### src/csvfs_pkg.sv
// ----------------------------------------------------------------------------
// csvfs_pkg
// Shared constants and helpers for the CSV field splitter.
// ----------------------------------------------------------------------------
package csvfs_pkg;

  // Result kinds carried in the low bits of the master-side tuser.
  localparam logic [1:0] KIND_DATA      = 2'd0;
  localparam logic [1:0] KIND_FIELD_END = 2'd1;
  localparam logic [1:0] KIND_LINE_END  = 2'd2;

  // Request opcodes carried in the slave-side tuser.
  localparam logic OP_BYTE = 1'b0;
  localparam logic OP_EOL  = 1'b1;

  localparam logic [7:0] QUOTE_BYTE = 8'h22;
  localparam logic [7:0] COMMA_BYTE = 8'h2C;

  // Space, or one of the control characters tab through carriage return.
  function automatic logic is_blank(input logic [7:0] b);
    is_blank = (b == 8'h20) || ((b >= 8'h09) && (b <= 8'h0D));
  endfunction

endpackage

### src/csv_field_splitter_top.sv
// ----------------------------------------------------------------------------
// csv_field_splitter_top
// Splits a byte stream of one text line into trimmed comma-separated fields.
// ----------------------------------------------------------------------------
// Usage:
// The slave channel takes one request per line byte (tuser = 0, byte in
// tdata) and a closing end-of-line request (tuser = 1). The master channel
// returns the field bytes, each field followed by a field-end result; tuser[1:0]
// gives the kind and tuser[2] the whitespace-overflow flag, and tlast marks
// the last result produced by a given request.
// The first result of an accepted request is held in the output register
// from the next cycle on, except for a data byte that releases held bytes.
// Quote, leading-space and held-space requests give no result. A data byte
// that follows N held whitespace bytes is parked while the block starts the
// first read of the pending-whitespace RAM, sends the held bytes one per
// cycle while the receiver takes them (its single read port sets the pace)
// and then sends the byte itself; tready stays low until it is loaded.
// Every other request is taken back to back.
// After reset the block is outside any quote and any field; no clearing pass
// is needed since only entries written within the current field are read.
// When the receiver stalls, the output register holds its result and the
// slave tready drops until that result is taken; the drain pauses likewise.
// ----------------------------------------------------------------------------
module csv_field_splitter_top #(
  parameter int PENDING_DEPTH = 32
) (
  input  logic       clk_i,
  input  logic       rst_ni,
  // Request channel.
  input  logic       s_axis_tvalid_i,
  output logic       s_axis_tready_o,
  input  logic [7:0] s_axis_tdata_i,  // [7:0] byte_req
  input  logic       s_axis_tuser_i,  // [0] op
  // Result channel.
  output logic       m_axis_tvalid_o,
  input  logic       m_axis_tready_i,
  output logic [7:0] m_axis_tdata_o,  // [7:0] data_byte
  output logic [2:0] m_axis_tuser_o,  // [1:0] kind, [2] overflow
  output logic       m_axis_tlast_o
);
  import csvfs_pkg::*;

  // Address width of the whitespace RAM and width of the fill count, which
  // must also hold the full depth.
  localparam int AW = (PENDING_DEPTH > 1) ? $clog2(PENDING_DEPTH) : 1;
  localparam int CW = $clog2(PENDING_DEPTH + 1);

  localparam logic ST_IDLE  = 1'b0;
  localparam logic ST_DRAIN = 1'b1;

  // Pending trailing-whitespace store.
  logic [7:0] pend_mem [PENDING_DEPTH];

  logic          state_q, state_d;
  logic          quoted_q, quoted_d;
  logic          started_q, started_d;
  logic          ovf_q, ovf_d;
  logic [CW-1:0] count_q, count_d;
  logic [CW-1:0] rd_idx_q, rd_idx_d;
  logic          rd_vld_q, rd_vld_d;
  logic [7:0]    rdata_q;
  logic [7:0]    held_q;

  logic          out_valid_q;
  logic [1:0]    out_kind_q;
  logic [7:0]    out_data_q;
  logic          out_ovf_q;
  logic          out_last_q;

  logic          out_free;
  logic          in_acc;
  logic          load;
  logic [1:0]    load_kind;
  logic [7:0]    load_data;
  logic          load_ovf;
  logic          load_last;
  logic          wr_en;
  logic          rd_en;
  logic          hold_byte;
  logic          consume;

  assign out_free        = !out_valid_q || m_axis_tready_i;
  assign s_axis_tready_o = (state_q == ST_IDLE) && out_free;
  assign in_acc          = s_axis_tvalid_i && s_axis_tready_o;
  assign consume         = (state_q == ST_DRAIN) && rd_vld_q && out_free;

  always_comb begin
    state_d   = state_q;
    quoted_d  = quoted_q;
    started_d = started_q;
    ovf_d     = ovf_q;
    count_d   = count_q;
    rd_idx_d  = rd_idx_q;
    rd_vld_d  = rd_vld_q;
    load      = 1'b0;
    load_kind = KIND_DATA;
    load_data = 8'd0;
    load_ovf  = 1'b0;
    load_last = 1'b0;
    wr_en     = 1'b0;
    rd_en     = 1'b0;
    hold_byte = 1'b0;
    case (state_q)
      ST_IDLE: begin
        if (in_acc) begin
          if (s_axis_tuser_i == OP_EOL) begin
            load      = 1'b1;
            load_kind = KIND_LINE_END;
            load_ovf  = ovf_q;
            load_last = 1'b1;
            count_d   = '0;
            started_d = 1'b0;
            ovf_d     = 1'b0;
            quoted_d  = 1'b0;
          end else if (s_axis_tdata_i == QUOTE_BYTE) begin
            quoted_d = !quoted_q;
          end else if ((s_axis_tdata_i == COMMA_BYTE) && !quoted_q) begin
            load      = 1'b1;
            load_kind = KIND_FIELD_END;
            load_ovf  = ovf_q;
            load_last = 1'b1;
            count_d   = '0;
            started_d = 1'b0;
            ovf_d     = 1'b0;
          end else if (is_blank(s_axis_tdata_i)) begin
            if (started_q) begin
              if (count_q < CW'(PENDING_DEPTH)) begin
                wr_en   = 1'b1;
                count_d = count_q + CW'(1);
              end else begin
                ovf_d = 1'b1;
              end
            end
          end else if (count_q == '0) begin
            load      = 1'b1;
            load_data = s_axis_tdata_i;
            load_last = 1'b1;
            started_d = 1'b1;
          end else begin
            // Held whitespace must go out first; park the byte.
            hold_byte = 1'b1;
            rd_idx_d  = '0;
            rd_vld_d  = 1'b0;
            state_d   = ST_DRAIN;
          end
        end
      end
      ST_DRAIN: begin
        if (consume) begin
          load      = 1'b1;
          load_data = rdata_q;
        end
        rd_en    = (rd_idx_q != count_q) && (!rd_vld_q || consume);
        rd_vld_d = rd_en || (rd_vld_q && !consume);
        if (rd_en) begin
          rd_idx_d = rd_idx_q + CW'(1);
        end
        if ((rd_idx_q == count_q) && !rd_vld_q && out_free) begin
          load      = 1'b1;
          load_data = held_q;
          load_last = 1'b1;
          started_d = 1'b1;
          count_d   = '0;
          state_d   = ST_IDLE;
        end
      end
      default: begin
        state_d = ST_IDLE;
      end
    endcase
  end

  // Control state.
  always_ff @(posedge clk_i or negedge rst_ni) begin
    if (!rst_ni) begin
      state_q     <= ST_IDLE;
      quoted_q    <= 1'b0;
      started_q   <= 1'b0;
      ovf_q       <= 1'b0;
      count_q     <= '0;
      rd_idx_q    <= '0;
      rd_vld_q    <= 1'b0;
      out_valid_q <= 1'b0;
    end else begin
      state_q   <= state_d;
      quoted_q  <= quoted_d;
      started_q <= started_d;
      ovf_q     <= ovf_d;
      count_q   <= count_d;
      rd_idx_q  <= rd_idx_d;
      rd_vld_q  <= rd_vld_d;
      if (load) begin
        out_valid_q <= 1'b1;
      end else if (m_axis_tready_i) begin
        out_valid_q <= 1'b0;
      end
    end
  end

  // Payload registers.
  always_ff @(posedge clk_i) begin
    if (load) begin
      out_kind_q <= load_kind;
      out_data_q <= load_data;
      out_ovf_q  <= load_ovf;
      out_last_q <= load_last;
    end
    if (hold_byte) begin
      held_q <= s_axis_tdata_i;
    end
  end

  // Whitespace RAM: one write port, one registered read port.
  always_ff @(posedge clk_i) begin
    if (wr_en) begin
      pend_mem[count_q[AW-1:0]] <= s_axis_tdata_i;
    end
    if (rd_en) begin
      rdata_q <= pend_mem[rd_idx_q[AW-1:0]];
    end
  end

  assign m_axis_tvalid_o = out_valid_q;
  assign m_axis_tdata_o  = out_data_q;
  assign m_axis_tuser_o  = {out_ovf_q, out_kind_q};
  assign m_axis_tlast_o  = out_last_q;

endmodule
### config.mk
export PLATFORM = sky130hd
export DESIGN_NAME = csv_field_splitter_top
export DESIGN_NICKNAME = d
export VERILOG_FILES = /design/src/csvfs_pkg.sv /design/src/csv_field_splitter_top.sv
export SDC_FILE = /design/constraint.sdc
export NUM_CORES = 1
export LEC_CHECK = 0
export BUFFER_PORTS_ARGS = -buffer_cell sky130_fd_sc_hd__buf_2
export CORE_UTILIZATION = 56
export CTS_CLUSTER_DIAMETER = 80
export DETAILED_ROUTE_END_ITERATION = 7
export PLACE_DENSITY = 0.75
export SLEW_MARGIN = 20
export SYNTH_ARGS = -nofsm -noshare
export SYNTH_HDL_FRONTEND = slang
export SYNTH_SLANG_ARGS = --single-unit
### constraint.sdc
create_clock -name clk_i -period 2.45 [get_ports clk_i]
set_input_delay 0.245 -clock clk_i [delete_from_list [all_inputs] [get_ports clk_i]]
set_output_delay 0.245 -clock clk_i [all_outputs]
set_load 0.02 [all_outputs]
Yosys cells after proc, flatten, opt, wreduce, memory -nomap -nowiden. Memories as Yosys holds them, arrays and structs flattened. A register that Yosys moved wholly into a read port is not among the register bits. Cells that the tools add are included.

Input bits: 13. RAM bits: 256. Memories kept: 1. Bits in registers: 38.

Memories: pend_mem (words 32, width 8, rd ports 1, clocked after Yosys merged registers in 1, wr ports 1, RTL line csv_field_splitter_top.sv:52) `logic [7:0] pend_mem [PENDING_DEPTH];`.

Reduce and logical (&&, ||, !) cells: 31. Eq/ne operators: 21. Mux-type cells: 88. Add/subtract/negate cells: 2. Bitwise operators: 2. Order comparisons: 3.

Operators by type and width (count): 6-bit two-way mux (15); 8-bit two-way mux (8); 1-bit two-way mux (56); 8-bit by 6-bit equality test with 1-bit output (second input constant) (3); 6-bit case mux with 2 select lines (2); 6-bit AND reduction (3); 8-bit case mux with 2 select lines (1); 2-bit != test (second input constant) (7); 6-bit by 1-bit adder with 6-bit output (second input constant) (2); 4-bit by 2-bit != test with 1-bit output (second input constant) (3); 1-bit logical AND (10); 1-bit case mux with 2 select lines (5); 8-bit by 4-bit >= comparator with 1-bit output (second input constant) (1); 8-bit by 4-bit less-or-equal comparator with 1-bit output (second input constant) (1); 7-bit AND reduction (1); 6-bit equality test (1); 6-bit logical NOT (1); 6-bit < comparator (second input constant) (1); 3-bit != test (second input constant) (2); 6-bit != test (1); 3-bit nonzero test (2); 5-bit AND reduction (1); 1-bit logical NOT (4); 1-bit logical OR (4); other kinds (9) (12).

Depth between registers and ports, before layout.
Depth in word-level cells: 11. Mapped depth: 9. Depth with buffers taken out: 8.

Least setup slack after synthesis. Ideal clock, no wire load.

Kind: input-to-reg. Start point: input port s_axis_tdata_i[2]. End point: memory pend_mem[11][0], enable pin. Data required time: 2.080 ns. Data arrival time: 2.085 ns. Cell stages on the path: 6. Path slack: -0.005 ns. Path buffers: 0. Setup time: 0.370 ns. Path through: or4b_1 > a21o_1 > a21boi_2 > nor3b_4 > nand2_4 > nor2_1.

Longest elaborated chain between the ends: 11.

RTL lines: from (decl) (RTL line csv_field_splitter_top.sv:32) `input logic [7:0] s_axis_tdata_i,`; 8-bit by 4-bit >= comparator with 1-bit output / 8-bit by 4-bit less-or-equal comparator with 1-bit output (equally long branches) (RTL line csvfs_pkg.sv:21) `is_blank = (b == 8'h20) || ((b >= 8'h09) && (b <= 8'h0D));`; 1-bit logical AND (RTL line csvfs_pkg.sv:21); 1-bit logical OR (RTL line csvfs_pkg.sv:21); 1-bit two-way mux (RTL line csv_field_splitter_top.sv:125) `end else if (is_blank(s_axis_tdata_i)) begin`; 1-bit two-way mux (RTL line csv_field_splitter_top.sv:117) `end else if ((s_axis_tdata_i == COMMA_BYTE) && !quoted_q) begin`; 1-bit two-way mux * (RTL line csv_field_splitter_top.sv:115) `end else if (s_axis_tdata_i == QUOTE_BYTE) begin`; 1-bit two-way mux * (RTL line csv_field_splitter_top.sv:106) `if (s_axis_tuser_i == OP_EOL) begin`; 1-bit two-way mux * (RTL line csv_field_splitter_top.sv:105) `if (in_acc) begin`; 1-bit two-way mux * (RTL line csv_field_splitter_top.sv:103) `case (state_q)`; 1-bit two-way mux * (RTL line csv_field_splitter_top.sv:215) `if (wr_en) begin`; 1-bit two-way mux (implied by the code) * (RTL line csv_field_splitter_top.sv:216) `pend_mem[count_q[AW-1:0]] <= s_axis_tdata_i;`; to (decl) (RTL line csv_field_splitter_top.sv:52).

Mark *: on every way between the ends. The rest lies on a longest branch, timed or not.

Worst setup path in the final report.
Start point: register rd_idx_q[0]. End point: register rdata_q[3], read port of pend_mem, data pin.

Longest elaborated chain between the ends: 3.

RTL lines: from (decl) (RTL line csv_field_splitter_top.sv:59) `logic [CW-1:0] rd_idx_q, rd_idx_d;`; from (signal assigned) (RTL line csv_field_splitter_top.sv:190) `rd_idx_q <= rd_idx_d;`; 6-bit != test (RTL line csv_field_splitter_top.sv:153) `rd_en = (rd_idx_q != count_q) && (!rd_vld_q || consume);`; 1-bit logical AND (RTL line csv_field_splitter_top.sv:153); 1-bit two-way mux (RTL line csv_field_splitter_top.sv:103); to (decl) (RTL line csv_field_splitter_top.sv:61) `logic [7:0] rdata_q;`.

Several ways; a longest one is shown, not always the timed one. A chain may end at the register's enable or synchronous reset.

==> run metrics <==
actual slew at the worst max-slew pin 0.4961 ns; post-synth cell types 50; # IOs 27; Area Growth Syn to Fin 16.23%; GRT Total Usage about a quarter; Post-Syn Area per Cell about 20 um2; drt pass-1 iters 7; Clock Pin Slew Worst Setup and Hold Paths roughly 0.06 ns; FILL cells between 1000 and 1500; slowest CP cell mux4_2; register area 8984 um2; critical path class reg2reg; die area 22270 um2; post-route minimum period between 2 and 2.5 ns; CTS root buffer clkbuf_16; top cells by area, synth edfxtp_1 70%, mux4_2 15%, dfrtp_1 3.7%; routability-driven placement congestion ratio 0.9129; Post-Syn Area ~12000 um2; setup TNS 0 ns; core footprint approximately 21000 um2; most frequent cells in the layout 284 x edfxtp_1, 80 x mux4_2, 69 x buf_4; total inserted antenna cells 0; Initial Util approximately 57%; max-slew violation count 0; H-tree level count 1; number of buffers created by CTS 29; Port Buf Inserts 26; pwr dens 1020 nW/um2; clk_lat worst skew approximately 0.55 ns; crit-path leading delay family multiplexers; CP Launch Point rd_idx_q[0]; critical path data arrival time between 2 and 3 ns; Hold Startpoint m_axis_tready_i; CP bufs+invs 1; critical path cell sequence buf_4 -> mux4_2 -> mux4_2 -> mux2_2; Setup Skew ~0.019 ns; flops & latches, synth 302; startpoint types flip-flop; Placed Cells ~950; fraction of registers with async set/reset under 10%; most used cell, CP mux4_2; Reg-to-Reg Start rd_idx_q[0]; final hold vios 0; Setup Viol. Count Final 0; Yosys top cell area share a little over two thirds; initial antenna violation count 1; post-CTS sizing 0; Max Cap Violations 0; vias per cell roughly 6.2; via count approximately 6300; synthesized netlist cell count 606; most common cell after layout, fill and taps aside edfxtp_1; CP peak stage delay ~0.56 ns; RSZ-0062 raised after global routing false; largest net degree at the start of global routing around 50; row count 53; DRC 0; clock tree sinks just over 300; DP Area about 13000 um2; Post-synth EDFFs 284; Yosys top cell by area edfxtp_1; Final Instance Area between 10000 and 15000 um2; Hold Path Class in2reg; Crit Path Max Fanout 9; top_reg_cell synth edfxtp_1; syn_nets between 600 and 700; layout cells sized above 1 between 30% and 40%; Clock Path Buffers 3; DP HPWL 18130 um; Nets 730; Hold Slack approximately 0.043 ns; final period utilization approximately 98%; Detail Route Antenna Nets 0; vias in the first global route between 6000 and 7000; status finished, final reports clean; WL per Instance around 27 um; first-pass GRT wire length slightly above 40000 um; CTS tree done; Pleak 0.004790 uW; CP required 2.75 ns; DRT iter0 DRCs slightly below 600; area of the multi-input gates ~3000 um2; YS warnings 0; VDD IR-drop max around 600 uV; Die X about 150 um; grt total ovfl 0; final wirelength 27100 um; CP endpoint kind flip-flop; Die Y between 100 and 150 um; Max Clk Rate ~420 MHz; Cell Count, Final, Fillers Out between 1000 and 1500; sequential cell area fraction in the yosys report roughly three quarters; Slew headroom 66.62%
[worst register-to-register path: cells and delay by family (launching register included)]
| kind | cells | cell delay (ns) |
|---|---|---|
| flip-flops | 1 | 0.55 |
| multiplexers | 3 | 1.39 |
| buffers and inverters | 1 | 0.21 |
[layer usage]
metal	vias up	track usage [%]	part of all wire (%)
li1	2679	-	-
met4	2	6.327	2.2
met3	48	3.670	8.0
met5	-	0	0.033
met2	300	43.42	51
met1	3243	35.78	39
[final timing paths]
check,to,slack (ns),cells past startpoint
worst max register to register,rdata_q[3],0.05,4
worst min-delay path,m_axis_tvalid_o,0.04,3
min in group asynchronous,m_axis_tvalid_o,0.17,2
max in group asynchronous,rd_idx_q[0],1.93,2
worst max-delay path,rdata_q[3],0.05,4
worst min register to register,quoted_q,0.49,1
[registers in the layout (all words and copies together) (netlist names)]
register	count
held_q	8
m_axis_tvalid_o	1
state_q	1
out_kind_q	2
started_q	1
pend_mem	256
quoted_q	1
rdata_q	8
m_axis_tlast_o	1
rd_idx_q	6
ovf_q	1
count_q	6
rd_vld_q	1
m_axis_tdata_o	8
out_ovf_q	1
[cells in the mapped netlist (all sizes together) (5+ instances only)]
cell,number
nor2,45
nand2b,5
edfxtp,284
mux4,80
nand3,13
o21ai,8
dfrtp,18
buf,11
inv,8
clkbuf,17
a22oi,8
nand2,30
mux2,9
nor3b,5
xor2,8
ha,5
[final cells by class]
| cell class | count | area share, % |
|---|---|---|
| Tap cell | 275 | 2.438 |
| Inverter | 8 | 0.2128 |
| Clock inverter | 19 | 1.596 |
| Multi-Input combinational cell | 268 | 21.22 |
| Sequential cell | 302 | 63.66 |
| Clock buffer | 32 | 5.222 |
| Timing Repair Buffer | 103 | 5.657 |
[metrics by stage]
step                      setup slack [ns]  total power, uW  utilization (%)
after floorplan                  -0.005039             8751                -
after global routing             0.0009750            14880            66.71
after global placement            -0.01375             9908            62.08
after detailed placement          -0.07526             9999            62.08
final                              0.04605            14390            66.71
after CTS                          0.03526            14490            66.71
[power breakdown]
| part | switching [uW] | leakage (uW) | internal (uW) | total, uW |
|---|---|---|---|---|
| registers | 206 | 0.00280 | 6020 | 6230 |
| logic | 1890 | 0.00152 | 1780 | 3670 |
| clock network | 1810 | 0.000468 | 2680 | 4490 |
[cells by family (layout without fill, tap and decap cells)]
family | count (synthesis) | count (layout) | synth area share, %
buffers and inverters | 36 | 162 | 1.391
muxes | 89 | 89 | 15.67
and+or+nand+nor | 129 | 129 | 5.699
DFF | 302 | 302 | 73.95
adders and majority gates | 5 | 5 | 0.5153
xor gates and xnor gates | 10 | 10 | 0.7214
AOI/OAI and AO/OA | 35 | 35 | 2.051
[what timing repair did]
item,4_1_cts,5_1_grt
hold buffers,1,0
setup buffers,1,0
endpoints found under the hold margin,18,0
setup endpoints to repair,1,0
Power figures use the tool's default switching activity.
